<file path="src/jpdmc_pkg.sv">
`timescale 1ns / 1ps
// ----------------------------------------------------------------------------
// Joint PD mode controller package
// Shared types, register map, reset values and the clamp helper.
// ----------------------------------------------------------------------------
package jpdmc_pkg;

   localparam int NumJointsDef = 12;
   localparam int CsrAddrW     = 4;

   typedef enum logic [1:0] {
      MODE_POS  = 2'd0,
      MODE_VEL  = 2'd1,
      MODE_TRQ  = 2'd2,
      MODE_NONE = 2'd3
   } mode_type;

   typedef enum logic [CsrAddrW-1:0] {
      REG_PROP_GAIN    = 4'd0,
      REG_DERIV_GAIN   = 4'd1,
      REG_POS_LOWER    = 4'd2,
      REG_POS_UPPER    = 4'd3,
      REG_VEL_LOWER    = 4'd4,
      REG_VEL_UPPER    = 4'd5,
      REG_TORQUE_LOWER = 4'd6,
      REG_TORQUE_UPPER = 4'd7
   } csr_addr_type;

   typedef struct packed {
      logic        [15:0] prop_gain;
      logic        [15:0] deriv_gain;
      logic signed [15:0] pos_lower;
      logic signed [15:0] pos_upper;
      logic signed [15:0] vel_lower;
      logic signed [15:0] vel_upper;
      logic signed [15:0] torque_lower;
      logic signed [15:0] torque_upper;
   } cfg_type;

   localparam cfg_type CfgReset = '{
      prop_gain:    16'd17920,
      deriv_gain:   16'd794,
      pos_lower:    16'sh8000,
      pos_upper:    16'sh7FFF,
      vel_lower:    16'sh8000,
      vel_upper:    16'sh7FFF,
      torque_lower: 16'sh8000,
      torque_upper: 16'sh7FFF
   };

   // Per-joint state word kept in the state memory.
   typedef struct packed {
      mode_type           mode;
      logic signed [15:0] held;
   } jstate_type;

   localparam jstate_type StateReset = '{mode: MODE_NONE, held: 16'sd0};

   // Item handed from the state stage to the torque pipeline.
   typedef struct packed {
      logic        [3:0]  joint;
      logic               err;
      mode_type           mode;
      logic signed [15:0] upos;
      logic signed [15:0] uvel;
      logic signed [15:0] ttrq;
      logic signed [16:0] pos_err;
      logic signed [16:0] vel_err;
   } pd_item_type;

   // Crossed limits: the upper limit is checked first; else the lower wins.
   function automatic logic signed [15:0] clamp16(input logic signed [15:0] v,
                                                  input logic signed [15:0] lo,
                                                  input logic signed [15:0] hi);
      logic signed [15:0] r;
      if (v > hi) begin
         r = hi;
      end else if (v < lo) begin
         r = lo;
      end else begin
         r = v;
      end
      return r;
   endfunction

endpackage

</file>
<file path="src/jpdmc_if.sv">


interface jpdmc_csr_if;
   logic        valid;
   logic        ready;
   logic [3:0]  addr;
   logic [15:0] data;

   modport source (output valid, addr, data, input ready);
   modport sink (input valid, addr, data, output ready);
endinterface

</file>
<file path="src/jpdmc_csr.sv">
`timescale 1ns / 1ps
// ----------------------------------------------------------------------------
// Joint PD mode controller register file
// Holds gains and limits; writes are always accepted, as ready is tied high.
// ----------------------------------------------------------------------------
module jpdmc_csr (
   input  logic              clock,
   input  logic              reset,
   jpdmc_csr_if.sink         csr_bus,
   output jpdmc_pkg::cfg_type cfg
);
   import jpdmc_pkg::*;

   cfg_type cfg_ff;
   cfg_type cfg_in;

   assign csr_bus.ready = 1'b1;
   assign cfg = cfg_ff;

   always_comb begin
      cfg_in = cfg_ff;
      if (csr_bus.valid) begin
         unique case (csr_bus.addr)
            REG_PROP_GAIN:    cfg_in.prop_gain    = csr_bus.data;
            REG_DERIV_GAIN:   cfg_in.deriv_gain   = csr_bus.data;
            REG_POS_LOWER:    cfg_in.pos_lower    = csr_bus.data;
            REG_POS_UPPER:    cfg_in.pos_upper    = csr_bus.data;
            REG_VEL_LOWER:    cfg_in.vel_lower    = csr_bus.data;
            REG_VEL_UPPER:    cfg_in.vel_upper    = csr_bus.data;
            REG_TORQUE_LOWER: cfg_in.torque_lower = csr_bus.data;
            REG_TORQUE_UPPER: cfg_in.torque_upper = csr_bus.data;
            default: ;
         endcase
      end
   end

   always_ff @(posedge clock) begin
      if (reset) begin
         cfg_ff <= CfgReset;
      end else begin
         cfg_ff <= cfg_in;
      end
   end

endmodule

</file>
<file path="src/flat_wrapper.sv">
// flat-port wrapper written by rule: the top's interface ports become plain ports
module jpdmc_csr_flat import jpdmc_pkg::*;
  (clock, reset, cfg, csr_bus_valid, csr_bus_addr, csr_bus_data, csr_bus_ready);
  jpdmc_csr_if csr_bus_i ();
  input  logic clock;
  input  logic reset;
  output jpdmc_pkg::cfg_type cfg;
  input wire logic [$bits(csr_bus_i.valid)-1:0] csr_bus_valid;
  input wire logic [$bits(csr_bus_i.addr)-1:0] csr_bus_addr;
  input wire logic [$bits(csr_bus_i.data)-1:0] csr_bus_data;
  output wire logic [$bits(csr_bus_i.ready)-1:0] csr_bus_ready;
  assign csr_bus_i.valid = csr_bus_valid;
  assign csr_bus_i.addr = csr_bus_addr;
  assign csr_bus_i.data = csr_bus_data;
  assign csr_bus_ready = csr_bus_i.ready;
  jpdmc_csr u_core (.clock(clock), .reset(reset), .csr_bus(csr_bus_i), .cfg(cfg));
endmodule
</file>
<file path="config.mk">
export PLATFORM = sky130hd
export DESIGN_NAME = jpdmc_csr_flat
export DESIGN_NICKNAME = d
export VERILOG_FILES = /design/src/jpdmc_pkg.sv /design/src/jpdmc_if.sv /design/src/jpdmc_csr.sv /design/src/flat_wrapper.sv
export SDC_FILE = /design/constraint.sdc
export NUM_CORES = 1
export LEC_CHECK = 0
export BUFFER_PORTS_ARGS = -buffer_cell sky130_fd_sc_hd__buf_2
export CAP_MARGIN = 5
export CORE_MARGIN = 3
export CORE_UTILIZATION = 51
export DETAILED_ROUTE_END_ITERATION = 12
export PLACE_DENSITY_LB_ADDON = 0.05
export SLEW_MARGIN = 0
export SYNTH_ARGS = -nofsm -noshare
export SYNTH_HDL_FRONTEND = slang
export SYNTH_SLANG_ARGS = --single-unit
</file>
<file path="constraint.sdc">
create_clock -name clock -period 1.45 [get_ports clock]
set_input_delay 0 -clock clock [delete_from_list [all_inputs] [get_ports clock]]
set_output_delay 0 -clock clock [all_outputs]
set_load 0.01 [all_outputs]
</file>
==> impl_metrics.csv <==
group,metric,value,unit
run_status,status,"finished, final reports clean",
floorplan,die_h,104,um
route,drt_wl_total,12500,um
power_and_ir_drop,power.density,1230,nW/um^2
worst_setup_path,crit_path_end_kind,"register",
floorplan,start_util,52.7,%
floorplan,coreArea,9330,sq um
floorplan,dieArea,10900,sq um
global_route,antenna_found_initial,0,
route,routed-wl-met2,5700,um
sta,fin_crit,1280,ps
yosys,synth_top_area_share,52.1,%
yosys,synth.ff_latch_count,128,
final_layout,nets,658,
sta,final-setup-viol-count,0,
cts,insertion_delay,500,ps
worst_setup_path,worstPathArrival,1700,ps
final_layout,largest_reg_flops,128,
worst_setup_path,startpoint_type,"primary input",
global_route,grt_pass1_wl,20600,um
run,cap_viol_max_count,0,
yosys,synthCells,460,
sta,worstMarginPinSlew,553,ps
sta,fin_tns_setup,0,ps
worst_hold_path,holdCritPathClass,"primary input to register",
sta,period_share,88.5,%
route,post_drt_wl_per_cell,16.0,um
floorplan,placementRows,35,
yosys,synth_area,4920,sq um
final_layout,layout_commonest_cell,"buf_2",
route,top_layer,"met4",
power_and_ir_drop,netSwitchingPower,1890,uW
global_route,grt_pass1_vias,3993,
place,gp_congestion,0.814,
sta,drv_slew,0,
route,drc_errors,0,
worst_setup_path,crit_type,"primary input to register",
final_layout,antenna_cells,0,
worst_setup_path,slowest_stage,"dlygate4sd3_1",
worst_setup_path,cp_cell_sequence,"dlygate4sd3_1, buf_2, nor2b_1, and4b_1, buf_12, mux2i_1",
sta,whs,63.2,ps
cts,cts_max_path_buffers,2,
global_route,grtUsageTotal,23.7,%
route,wl_met1,5740,um
route,first_pass_iters,4,
floorplan,die_x,104,um
cts,cts_buffers,17,
yosys,syn_nets,483,
final_layout,area_delta_synth_final,35.2,%
route,met3_length,729,um
worst_setup_path,cp.required,1870,ps
cts,clk_pin_slew_worst_paths,60,ps
route,ant_nets,0,
yosys,seq_area_frac_synth,52.1,%
global_route,grt_max_degree,61,
power_and_ir_drop,ir_drop,0.659,mV
place,hpwl,8350,um
power_and_ir_drop,p_sw_share,23.1,%
power_and_ir_drop,power.share.combinational,5.7,%
power_and_ir_drop,p_clk_share,50.4,%
route,drtIter0Drc,118,
sta,fin_skew,0,ps
worst_setup_path,critPathMaxFanout,16,
power_and_ir_drop,p_leak,0.00308,uW
power_and_ir_drop,p_seq_share,43.9,%
route,vias,3810,
power_and_ir_drop,p_int,6290,uW
cts,ctsRootBufferMaster,"clkbuf_8",
worst_setup_path,slowest_delay,530,ps
final_layout,drive_gt1_share,31.0,%
floorplan,ios,152,
route,vias_per_cell,4.90,
yosys,synth_top_cell_by_area,"dfxtp_1",
sta,fmaxAchievable,779,MHz
final_layout,final_cell_mix,"buf_2, mux2i_1, dfxtp_1, nand2b_1, nor2_1",
yosys,yosys_warnings,0,
sta,rsz0062_at_grt,"false",
yosys,yosysUniqueCellTypes,19,
global_route,overflow,0,
cts,cts.sinks,128,
yosys,synth.area.top_cells,"dfxtp_1, mux2i_1, nand2b_1",
cts,cts_tree,"done",
sta,hold_viol,0,
yosys,syn-mean-instance-area,10.7,sq um
place,io_buffers,150,
power_and_ir_drop,total_power,8180,uW
sta,timing.slew.headroom,63.1,%
cts,cts_resized,0,
cts,cts_max_level,4,
-- final timing paths --
kind	from	to	slack, ps	depth (start not counted)
worst max-delay path	csr_bus_addr[0]	u_core.cfg[47]$_SDFFE_PP0P_	170	6
worst max register to register	u_core.cfg[99]$_SDFFE_PP1P_	u_core.cfg[99]$_SDFFE_PP1P_	770	2
worst min-delay path	reset	u_core.cfg[31]$_SDFFE_PP1P_	60	3
worst min register to register	u_core.cfg[49]$_SDFFE_PP0P_	u_core.cfg[49]$_SDFFE_PP0P_	470	2
-- metrics by stage --
stage | cells | setup slack (ps) | utilization [%] | cell area (sq um)
5_1_grt | 777 | 100 | 71.3 | 6650
2_1_floorplan | 460 | 325 | - | 4920
3_5_place_dp | 724 | 258 | 62.8 | 5860
6_report | 777 | 167 | 71.3 | 6650
4_1_cts | 777 | 236 | 71.3 | 6650
3_3_place_gp | 724 | 265 | 62.8 | 5860
-- critical path: cells and delay by family --
kind | cells | cell delay (ps)
buffers and inverters | 3 | 880
AND/OR/NAND/NOR | 2 | 560
multiplexers | 1 | 240
-- cells in the mapped netlist --
cell and n:
nand2_2 2, nor2_2 1, nor3_2 2, clkbuf_1 15
nor2_1 73, dfxtp_1 128, buf_6 3, conb_1 1
mux2i_1 128, buf_4 3, nand2b_1 89, nor3b_1 1
nand4b_1 1, and4b_1 1, nand2_1 1, nor2b_1 1
buf_2 8, or4_1 1, nand3_1 1
-- area by class of cell --
| type | count | area (sq um) |
|---|---|---|
| Clock buffer | 18 | 428 |
| Sequential cell | 128 | 2560 |
| Fill cell | 726 | 2680 |
| Clock inverter | 14 | 153 |
| Multi-Input combinational cell | 303 | 2220 |
| Timing Repair Buffer | 185 | 1130 |
| Tap cell | 129 | 161 |
-- power by group through the flow --
stage	combinational (uW)	clock [uW]	sequential (uW)
2_1_floorplan	227	0	3690
3_3_place_gp	412	0	3660
3_5_place_dp	421	0	3660
4_1_cts	468	4180	3590
5_1_grt	509	4350	3590
6_report	469	4120	3590
-- metal layers --
metal / up-vias / track usage (%)
met4: 0 / 9.12
met5: - / 0
li1: 1874 / -
met2: 121 / 36.8
met1: 1792 / 30.6
met3: 23 / 7.88
-- kinds of logic after synthesis --
kind of cell,count (synthesis),synth area share (%)
buf+inv,29,3.10
flops,128,52.1
mux,128,26.0
other cells,1,0.0762
simple gates,174,18.7
-- repair_timing --
item | in CTS | in global routing
hold buffers | 21 | 0
hold endpoints to repair | 128 | 0
buffers inserted | 0 | 0
Power figures use the tool's default switching activity.
