<file path="config.mk">
export PLATFORM = sky130hd
export DESIGN_NAME = jpdmc_state_ram
export DESIGN_NICKNAME = d
export VERILOG_FILES = /design/src/jpdmc_pkg.sv /design/src/jpdmc_state_ram.sv
export SDC_FILE = /design/constraint.sdc
export NUM_CORES = 1
export LEC_CHECK = 0
export BUFFER_PORTS_ARGS = -buffer_cell sky130_fd_sc_hd__buf_2
export CORE_MARGIN = 5
export CORE_UTILIZATION = 40
export DETAILED_ROUTE_END_ITERATION = 6
export GPL_ROUTABILITY_DRIVEN = 0
export PLACE_DENSITY = 0.53
export SYNTH_ARGS = -nofsm -noshare
export SYNTH_HDL_FRONTEND = slang
export SYNTH_SLANG_ARGS = --single-unit
</file>
<file path="constraint.sdc">
create_clock -name clock -period 6.9 [get_ports clock]
set_input_delay 0.69 -clock clock [delete_from_list [all_inputs] [get_ports clock]]
set_output_delay 0.69 -clock clock [all_outputs]
set_load 0.05 [all_outputs]
</file>
<file path="src/jpdmc_pkg.sv">
`timescale 1ns / 1ps
// ----------------------------------------------------------------------------
// Joint PD mode controller package
// Shared types, register map, reset values and the clamp helper.
// ----------------------------------------------------------------------------
package jpdmc_pkg;

   localparam int NumJointsDef = 12;
   localparam int CsrAddrW     = 4;

   typedef enum logic [1:0] {
      MODE_POS  = 2'd0,
      MODE_VEL  = 2'd1,
      MODE_TRQ  = 2'd2,
      MODE_NONE = 2'd3
   } mode_type;

   typedef enum logic [CsrAddrW-1:0] {
      REG_PROP_GAIN    = 4'd0,
      REG_DERIV_GAIN   = 4'd1,
      REG_POS_LOWER    = 4'd2,
      REG_POS_UPPER    = 4'd3,
      REG_VEL_LOWER    = 4'd4,
      REG_VEL_UPPER    = 4'd5,
      REG_TORQUE_LOWER = 4'd6,
      REG_TORQUE_UPPER = 4'd7
   } csr_addr_type;

   typedef struct packed {
      logic        [15:0] prop_gain;
      logic        [15:0] deriv_gain;
      logic signed [15:0] pos_lower;
      logic signed [15:0] pos_upper;
      logic signed [15:0] vel_lower;
      logic signed [15:0] vel_upper;
      logic signed [15:0] torque_lower;
      logic signed [15:0] torque_upper;
   } cfg_type;

   localparam cfg_type CfgReset = '{
      prop_gain:    16'd17920,
      deriv_gain:   16'd794,
      pos_lower:    16'sh8000,
      pos_upper:    16'sh7FFF,
      vel_lower:    16'sh8000,
      vel_upper:    16'sh7FFF,
      torque_lower: 16'sh8000,
      torque_upper: 16'sh7FFF
   };

   // Per-joint state word kept in the state memory.
   typedef struct packed {
      mode_type           mode;
      logic signed [15:0] held;
   } jstate_type;

   localparam jstate_type StateReset = '{mode: MODE_NONE, held: 16'sd0};

   // Item handed from the state stage to the torque pipeline.
   typedef struct packed {
      logic        [3:0]  joint;
      logic               err;
      mode_type           mode;
      logic signed [15:0] upos;
      logic signed [15:0] uvel;
      logic signed [15:0] ttrq;
      logic signed [16:0] pos_err;
      logic signed [16:0] vel_err;
   } pd_item_type;

   // Crossed limits: the upper limit is checked first; else the lower wins.
   function automatic logic signed [15:0] clamp16(input logic signed [15:0] v,
                                                  input logic signed [15:0] lo,
                                                  input logic signed [15:0] hi);
      logic signed [15:0] r;
      if (v > hi) begin
         r = hi;
      end else if (v < lo) begin
         r = lo;
      end else begin
         r = v;
      end
      return r;
   endfunction

endpackage

</file>
<file path="src/jpdmc_state_ram.sv">
`timescale 1ns / 1ps
// ----------------------------------------------------------------------------
// Joint PD mode controller state memory
// One entry per joint, registered read, write-first bypass, per-entry valid.
// ----------------------------------------------------------------------------
module jpdmc_state_ram #(
   parameter  int NUM_JOINTS = jpdmc_pkg::NumJointsDef,
   localparam int AddrW      = (NUM_JOINTS > 1) ? $clog2(NUM_JOINTS) : 1
) (
   input  logic                  clock,
   input  logic                  reset,
   input  logic                  rd_en,
   input  logic [AddrW-1:0]      rd_addr,
   output jpdmc_pkg::jstate_type rd_data,
   input  logic                  wr_en,
   input  logic [AddrW-1:0]      wr_addr,
   input  jpdmc_pkg::jstate_type wr_data
);
   import jpdmc_pkg::*;

   jstate_type            mem [NUM_JOINTS];
   logic [NUM_JOINTS-1:0] valid_ff;
   jstate_type            rd_data_ff;

   assign rd_data = rd_data_ff;

   // An entry never written since reset reads as the reset state.
   always_ff @(posedge clock) begin
      if (wr_en) begin
         mem[wr_addr] <= wr_data;
      end
      if (rd_en) begin
         if (wr_en && (wr_addr == rd_addr)) begin
            rd_data_ff <= wr_data;
         end else if (!valid_ff[rd_addr]) begin
            rd_data_ff <= StateReset;
         end else begin
            rd_data_ff <= mem[rd_addr];
         end
      end
   end

   always_ff @(posedge clock) begin
      if (reset) begin
         valid_ff <= '0;
      end else if (wr_en) begin
         valid_ff[wr_addr] <= 1'b1;
      end
   end

endmodule

</file>
==> results of run 1 <==
layout make-up:
type	instances	area, um2	share of cell area [%]
clock buffers	38	767	6.87
multi-input cells	257	2360	21.2
well taps	324	405	3.63
clock inverters	6	25.0	0.224
inverters	1	3.75	0.0336
flip-flops and latches	246	7270	65.1
repair buffers	60	335	3.00
power by group:
part	internal [mW]	total (mW)	switching [mW]
clock	0.760	1.28	0.524
combinational	0.0685	0.204	0.136
sequential	1.67	1.68	0.00969
total	2.50	3.17	0.669
cells by family (layout without fill, tap and decap cells):
| group | count (synthesis) | after routing | share of synthesized area [%] |
|---|---|---|---|
| muxes | 93 | 93 | 12.3 |
| AOI/OAI and AO/OA | 73 | 73 | 6.90 |
| xor gates and xnor gates | 4 | 4 | 0.357 |
| DFF | 246 | 246 | 74.1 |
| and+or+nand+nor | 87 | 87 | 4.15 |
| buffers and inverters | 35 | 105 | 2.21 |
metrics by stage:
step | utilization [%] | hold slack, ns | power (mW) | instance area [um2] | instances
6_report | 46.0 | 0.469 | 3.17 | 11200 | 932
5_1_grt | 46.0 | 0.487 | 3.28 | 11200 | 932
4_1_cts | 46.0 | 0.465 | 3.21 | 11200 | 932
3_5_place_dp | 42.8 | 0.451 | 1.92 | 10400 | 888
3_3_place_gp | 42.8 | 0.444 | 1.91 | 10400 | 888
2_1_floorplan | - | 0.432 | 1.85 | 9800 | 538
routing by layer:
metal / track usage, % / wire [um] / up-vias
met5: 0 / 13 / -
met4: 3.84 / 474 / 2
met3: 2.80 / 1090 / 32
met2: 24.2 / 10200 / 134
met1: 22.1 / 10000 / 2527
li1: - / - / 2263
final timing paths:
path / end / slack, ns / depth (start not counted)
worst max-delay path: rd_data[4] / 3.57 / 5
worst min-delay path: valid_ff[9] / 0.47 / 2
worst max register to register: rd_data[4] / 4.56 / 4
worst min register to register: valid_ff[9] / 0.47 / 2
state kept, by name (all words and copies together) (netlist names):
register	flops
rd_data	18
mem	216
valid_ff	12
cells in the mapped netlist:
cell type / number / area (um2)
nor3_1: 4 / 20.0
dfxtp_1: 12 / 240
or3b_2: 1 / 8.76
buf_6: 5 / 56.3
mux2i_1: 72 / 721
a221o_1: 1 / 10.0
buf_4: 10 / 75.1
clkbuf_2: 1 / 5.00
mux4_2: 19 / 428
o31ai_4: 1 / 21.3
a22o_1: 36 / 315
buf_1: 2 / 7.51
xnor2_1: 1 / 8.76
nor2_2: 1 / 6.26
nor2b_1: 2 / 12.5
nand3b_1: 4 / 30.0
inv_1: 1 / 3.75
nand2b_1: 3 / 18.8
xor2_1: 3 / 26.3
nand2_1: 19 / 71.3
nand3_1: 16 / 80.1
nor3_4: 1 / 16.3
nor2_1: 33 / 124
o31ai_1: 8 / 60.1
buf_2: 7 / 35.0
o31ai_2: 9 / 113
edfxtp_1: 234 / 7030
mux4_1: 2 / 52.6
and2_1: 3 / 18.8
o31a_1: 18 / 158
clkbuf_1: 9 / 33.8
worst max-delay path, stage by stage:
cell and delay, ns:
buf_2 0.64, xor2_1 0.23, nor3_4 0.80, and2_1 0.98, o31ai_1 0.18
==> out/qor.csv, run 1 <==
stage,metric,value,unit
grt,global route total overflow,0,
run,maxcap violations,0,
worst_setup_path,crit path DAT,3.54,ns
drt,final wirelength,21800,um
yosys,"Distinct cells, synth",31,
worst_setup_path,Worst Setup SP,rd_addr[3],
min_path,Hold Path Class,reg2reg,
timing,Final Setup Violations,0,
drt,Residual DRC,0,
timing,final setup TNS,0,ns
yosys,Mapped Cells,538,
clocking,CTS tree,yes,
min_path,hold_sp,valid_ff[9],
clocking,# hold bufs at CTS,0,
power,Power Density,284,mW/mm2
yosys,"Seq/Total Area, Yosys",74.1,%
placed_design,number of port buffers,47,
layout,"commonest non-fill, non-tap cell in the layout",edfxtp_1,
layout,Fillers,2109,
timing,final hold violations,0,
grt,vias in the first global route,5163,
grt,largest net degree at the start of global routing,51,
die,DIE AREA,0.0277,mm2
clocking,CTS sink cnt,246,
clocking,Worst-Skew Late Latency,0.52,ns
drt,routed vias/inst,5.32,
worst_setup_path,endpoint class of the critical path,flop,
clocking,Inserted Clock Buffers,26,
timing,crit share post-route,48.2,%
clocking,maximum root-to-sink buffer count,3,
worst_setup_path,Worst setup SP type,primary input,
die,core area,0.0242,mm2
layout,share of layout cells above drive strength 1,23.0,%
layout,most frequent cells in the layout,"edfxtp_1, mux2i_1, buf_2",
drt,routed length per instance,23.3,um
timing,max frequency,0.301,GHz
layout,diode count,0,
timing,RSZ-0062 raised after global routing,false,
drt,1st-iter DRT viols,363,
timing,clock skew,0.0207,ns
worst_setup_path,Critical Path RT,7.12,ns
die,Die Width,167,um
placed_design,hpwl dp,12700,um
clocking,post-CTS resize count,0,
drt,First-pass DRT Iterations,4,
timing,post-route setup slack,3.57,ns
timing,Least-Margin Pin Slew,1.25,ns
timing,slew margin rel.,16.8,%
timing,final worst path period need,3.33,ns
drt,Vias,4958,
grt,GRT Overall Usage,15.3,%
placed_design,pre-CTS setup slack,2.99,ns
worst_setup_path,Crit Path Max Fanout,40,
grt,global-route wire length before repair,32400,um
worst_setup_path,r2r startpoint,valid_ff[1],
yosys,#FFs+latches synth,246,
yosys,post-synthesis instance area,0.00980,mm2
timing,Pins Over Slew Limit,0,
yosys,Synth Warn #,0,
clocking,CTS root buf,clkbuf_16,
grt,initial antenna violation count,1,
die,# rows,57,
status,outcome,"complete, no violations",
yosys,Synthesized Nets,568,
power,VDD IR-drop max,0.000218,V
clocking,clock-pin slew on the worst setup and hold paths,0.06,ns
power,Leak,3.84,nW
drt,DRT antenna net count,0,
layout,Final nets,622,
clocking,H-tree depth,1,
die,initial core utilization,40.4,%
die,Die H,167,um
die,Top Ports,48,
yosys,"Avg Cell Area, Syn",18.2,um2
clocking,Post-CTS Setup Bufs,0,
worst_setup_path,start-to-end type of the worst setup path,in2reg,
layout,Synth-to-Final Area Change,13.9,%
No activity file was read; power rests on OpenSTA's default activity.
==> run 2, diff against run 1 <==
--- a/config.mk
+++ b/config.mk
@@ -10,7 +10,7 @@
 export CORE_UTILIZATION = 40
 export DETAILED_ROUTE_END_ITERATION = 6
 export GPL_ROUTABILITY_DRIVEN = 0
-export PLACE_DENSITY = 0.53
+export PLACE_DENSITY = 0.55
 export SYNTH_ARGS = -nofsm -noshare
 export SYNTH_HDL_FRONTEND = slang
 export SYNTH_SLANG_ARGS = --single-unit
==> constraint.sdc (replaced) <==
create_clock -name clock -period 3.05 [get_ports clock]
set_input_delay 0.305 -clock clock [delete_from_list [all_inputs] [get_ports clock]]
set_output_delay 0.305 -clock clock [all_outputs]
set_load 0.05 [all_outputs]
==> run 2 against run 1 <==
Non-clock buffer count grew 13. Global-route usage grew 0.41 points. Sequential share of layout area shrank 0.96 points. Largest power group unchanged. Critical path type is now reg2reg. Clock skew shrank 0.015 ns. Cell area grew 1.5%. Critical path depth is the same. Routed wire length shrank 0.74%.
==> out/qor.csv, run 2 (same netlist as run 1, synthesis figures left out) <==
stage,metric,value,unit
timing,final setup TNS,0,ns
die,# rows,57,
die,core area,0.0242,mm2
timing,Final Setup Violations,0,
clocking,post-CTS resize count,0,
timing,final hold violations,0,
placed_design,number of port buffers,47,
power,Flop pwr share,51.7,%
clocking,Post-CTS Setup Bufs,0,
worst_setup_path,r2r startpoint,valid_ff[1],
worst_setup_path,start-to-end type of the worst setup path,reg2reg,
die,initial core utilization,40.4,%
clocking,Worst-Skew Late Latency,0.52,ns
power,Comb power frac,6.6,%
drt,routed vias/inst,5.39,
grt,largest net degree at the start of global routing,57,
power,Pint,5.80,mW
grt,global route total overflow,0,
timing,max frequency,0.499,GHz
clocking,maximum root-to-sink buffer count,3,
timing,clock skew,0.00517,ns
timing,RSZ-0062 raised after global routing,false,
layout,Synth-to-Final Area Change,15.6,%
clocking,Inserted Clock Buffers,26,
drt,final wirelength,21600,um
worst_setup_path,Critical Path RT,3.32,ns
power,VDD IR-drop max,0.000400,V
layout,"commonest non-fill, non-tap cell in the layout",edfxtp_1,
die,Die H,167,um
status,outcome,"complete, no violations",
timing,final worst path period need,2.00,ns
worst_setup_path,endpoint class of the critical path,flop,
worst_setup_path,flop2flop setup slack,1.05,ns
clocking,H-tree depth,1,
power,Sw Share,21.1,%
die,DIE AREA,0.0277,mm2
power,Leak,3.94,nW
grt,GRT Overall Usage,15.7,%
worst_setup_path,reg-to-reg endpoint,rd_data[7],
grt,global-route wire length before repair,33400,um
min_path,hold_sp,reset,
layout,max FFs per register,216,
drt,1st-iter DRT viols,446,
worst_setup_path,Crit Path Max Fanout,10,
die,Top Ports,48,
worst_setup_path,crit path DAT,2.27,ns
grt,vias in the first global route,5393,
drt,DRT antenna net count,0,
clocking,# hold bufs at CTS,0,
min_path,WHS Endpoint,valid_ff[4],
placed_design,pre-CTS setup slack,0.638,ns
timing,Least-Margin Pin Slew,0.789,ns
placed_design,hpwl dp,12600,um
min_path,Hold Path Class,in2reg,
timing,post-route setup slack,1.05,ns
drt,Vias,5097,
die,Die Width,167,um
layout,"Most flops, register",mem,
timing,slew margin rel.,47.3,%
clocking,CTS sink cnt,246,
drt,routed length per instance,22.8,um
clocking,CTS tree,yes,
power,clock share of power,41.7,%
power,Net Sw Power,1.55,mW
timing,crit share post-route,65.6,%
layout,Final nets,635,
clocking,CTS root buf,clkbuf_16,
worst_setup_path,Worst setup SP type,flop,
layout,most frequent cells in the layout,"edfxtp_1, mux2i_1, buf_2",
layout,diode count,0,
drt,Residual DRC,0,
clocking,clock-pin slew on the worst setup and hold paths,0.06,ns
run,maxcap violations,0,
drt,First-pass DRT Iterations,5,
layout,share of layout cells above drive strength 1,24.4,%
power,Power Density,648,mW/mm2
min_path,Hold Path Stages,2,
timing,Pins Over Slew Limit,0,
worst_setup_path,Reg2Reg Depth,5,
placed_design,placed instance area,0.0105,mm2
grt,initial antenna violation count,0,
layout,post-route cell area,0.0113,mm2
==> run 2: per-stage QoR <==
stage          hold WS (ns)  instances  power (mW)  utilization [%]
2_1_floorplan         0.377        538        4.18                -
3_3_place_gp          0.442        901        4.35             43.3
3_5_place_dp          0.454        901        4.36             43.3
4_1_cts              0.0845        946        7.42             46.7
5_1_grt              0.0977        946        7.62             46.7
6_report             0.0973        946        7.35             46.7
==> run 2: worst max-delay path, cell delays in order (launching register included) <==
cell and delay, ns:
dfxtp_1 0.31, mux4_1 0.48, nor3_1 0.14, a221o_1 0.50, buf_12 0.24, o31ai_2 0.08
==> run 2: how the worst max path moves through the flow <==
stage | start | endpoint | slack [ns] | cells after the start
3_3_place_gp | rd_addr[1] | rd_data[16] | 0.71 | 6
3_5_place_dp | rd_addr[1] | rd_data[17] | 0.64 | 6
4_1_cts | valid_ff[1] | rd_data[12] | 1.06 | 5
2_1_floorplan | wr_addr[2] | mem[0][0] | 0.50 | 2
6_report | valid_ff[1] | rd_data[7] | 1.05 | 5
5_1_grt | valid_ff[0] | rd_data[15] | 0.93 | 5
==> run 2: power by group through the flow <==
stage | Clock, mW | Sequential, mW | Combinational [mW]
after floorplan | 0 | 3.92 | 0.260
final | 3.06 | 3.80 | 0.484
after detailed placement | 0 | 3.87 | 0.489
after global routing | 3.29 | 3.80 | 0.523
after CTS | 3.13 | 3.80 | 0.492
after global placement | 0 | 3.87 | 0.479
==> run 2: cell type report <==
type,instances,area (um2)
clock buffer,31,691
clock inverter,14,136
fill,2090,12900
inverter,1,3.75
multi-input combinational,257,2360
sequential,246,7270
tap,324,405
timing repair buffer,73,470
==> run 2: per-layer routing <==
layer  vias up  routed length (um)  track usage, %
met3        38                 969            2.39
met2       130               10200            25.3
li1       2296                   -               -
met1      2633                9900            22.5
met4         0                 480            4.23
met5         -                   0               0
==> run 3, diff against run 2 <==
--- a/config.mk
+++ b/config.mk
@@ -10,7 +10,7 @@
 export CORE_UTILIZATION = 40
 export DETAILED_ROUTE_END_ITERATION = 6
 export GPL_ROUTABILITY_DRIVEN = 0
-export PLACE_DENSITY = 0.55
+export PLACE_DENSITY = 0.53
 export SYNTH_ARGS = -nofsm -noshare
 export SYNTH_HDL_FRONTEND = slang
 export SYNTH_SLANG_ARGS = --single-unit
==> constraint.sdc (replaced) <==
create_clock -name clock -period 1.9 [get_ports clock]
set_input_delay 0.19 -clock clock [delete_from_list [all_inputs] [get_ports clock]]
set_output_delay 0.19 -clock clock [all_outputs]
set_load 0.05 [all_outputs]
==> run 3 against run 2 <==
Sequential cell count unchanged. Maximum frequency increased by 16%. Sequential share of layout area decreased by 1.7 points. Cell area increased by 2.8%. Critical path depth unchanged. Power increased by 59%. Die area unchanged. Final cell count increased by 3.7%. Critical path type unchanged.
==> out/qor.csv, run 3 (same netlist as run 1, synthesis figures left out) <==
stage,metric,value,unit
status,outcome,"complete, no violations",
worst_setup_path,crit path DAT,2.02,ns
timing,RSZ-0062 raised after global routing,false,
die,Top Ports,48,
die,core area,0.0242,mm2
placed_design,number of port buffers,47,
power,Power Density,1000,mW/mm2
timing,clock skew,0.0167,ns
min_path,Hold Path Class,in2reg,
timing,WHS,0.0161,ns
grt,vias in the first global route,5431,
die,DIE AREA,0.0277,mm2
timing,Least-Margin Pin Slew,0.572,ns
layout,most frequent cells in the layout,"edfxtp_1, mux2i_1, buf_2",
drt,First-pass DRT Iterations,4,
clocking,CTS sink cnt,246,
die,Die Width,167,um
worst_setup_path,worst path bufs/invs,1,
layout,"Most flops, register",mem,
worst_setup_path,endpoint class of the critical path,flop,
layout,post-route cell area,0.0116,mm2
timing,final hold violations,0,
grt,GRT Overall Usage,15.9,%
grt,global route total overflow,0,
die,Die H,167,um
drt,routed length per instance,22.6,um
grt,largest net degree at the start of global routing,40,
worst_setup_path,worst-path cell chain,mux4_2 -> nand2b_1 -> a221o_1 -> buf_12 -> o31a_1,
worst_setup_path,start-to-end type of the worst setup path,reg2reg,
timing,final worst path period need,1.73,ns
timing,Pins Over Slew Limit,0,
worst_setup_path,Crit Path Max Fanout,18,
drt,Residual DRC,0,
layout,"commonest non-fill, non-tap cell in the layout",edfxtp_1,
worst_setup_path,Worst path top cell family by delay,compound AO/OA/AOI/OAI gates,
grt,initial antenna violation count,1,
run,maxcap violations,0,
placed_design,placed instance area,0.0108,mm2
drt,final wirelength,22200,um
layout,share of layout cells above drive strength 1,27.6,%
drt,1st-iter DRT viols,377,
timing,crit share post-route,91.0,%
power,VDD IR-drop max,0.000558,V
clocking,H-tree depth,1,
drt,DRT antenna net count,0,
timing,max frequency,0.578,GHz
timing,Final Setup Violations,0,
drt,Vias,5185,
timing,slew margin rel.,61.9,%
clocking,Inserted Clock Buffers,26,
layout,Layout Utilization,48.0,%
drt,routed vias/inst,5.29,
clocking,CTS tree,yes,
placed_design,hpwl dp,13800,um
clocking,CTS root buf,clkbuf_16,
worst_setup_path,CP peak stage delay,0.39,ns
grt,global-route wire length before repair,33700,um
worst_setup_path,Worst setup SP type,flop,
layout,Synth-to-Final Area Change,18.8,%
layout,Final nets,666,
clocking,post-CTS resize count,0,
worst_setup_path,"Slowest-stage cell, CP",a221o_1,
die,initial core utilization,40.4,%
die,# rows,57,
clocking,Worst-Skew Late Latency,0.53,ns
layout,max FFs per register,216,
worst_setup_path,Critical Path RT,2.19,ns
power,Leak,4.10,nW
clocking,clock-pin slew on the worst setup and hold paths,0.06,ns
clocking,maximum root-to-sink buffer count,3,
==> run 3: cell count changes in the layout (fill, tap and decap cells not counted), moves of 2 or more <==
cell	before	now
clkinv_1	7	3
bufinv_16	3	1
buf_4	24	43
clkinvlp_4	0	3
clkinv_4	0	3
nor3_2	3	0
clkbuf_1	4	6
dlygate4sd3_1	0	8
buf_12	3	7
nor3_4	1	4
==> run 3: routing by layer <==
metal  up-vias  wire length, um  global-route usage [%]
met3        31             1080                    3.11
met1      2658            10400                    22.6
met2       127            10300                    25.5
met4         0              368                    3.70
met5         -                0                       0
li1       2369                -                       -
==> run 3: final cells by class <==
class,count,area (um2)
fillers,2096,12600
multi-input cells,257,2380
clock buffers,33,698
diodes,1,2.50
flip-flops and latches,246,7270
repair buffers,104,773
inverters,1,3.75
well taps,324,405
clock inverters,15,115
==> run 3: worst register-to-register path, stage by stage, from the launching register on <==
cell and delay, ns:
dfxtp_1 0.34, mux4_2 0.24, nand2b_1 0.05, a221o_1 0.39, buf_12 0.19, o31a_1 0.28
==> run 3: timing repair <==
| item | 4_1_cts | 5_1_grt |
|---|---|---|
| endpoints found under the setup margin | 0 | 0 |
| buffers inserted | 0 | 0 |
| hold buffers | 8 | 0 |
| hold endpoints to repair | 93 | 0 |
==> run 3: path summary, 6_finish.rpt <==
check                    from           to  slack (ns)  cells after the start
hold reg to reg   valid_ff[8]  valid_ff[8]        0.47                      2
hold / removal    wr_data[15]   mem[5][15]        0.02                      1
setup / recovery  valid_ff[5]  rd_data[17]        0.17                      5
setup reg to reg  valid_ff[5]  rd_data[17]        0.17                      5
==> run 3: where the power goes <==
group,switching (mW),internal [mW],total [mW]
clock,2.02,2.75,4.77
combinational,0.519,0.314,0.833
sequential,0.0335,6.07,6.10
==> run 3: metrics by stage <==
step | total power, mW | instances | TNS (ns) | setup slack, ns
global route | 12.1 | 981 | 0 | 0.0989
floorplan | 6.71 | 538 | -1.26 | -0.0233
CTS | 11.8 | 980 | 0 | 0.177
finish | 11.7 | 981 | 0 | 0.171
detailed placement | 7.04 | 924 | -0.00206 | -0.00206
global placement | 7.03 | 924 | 0 | 0.0230
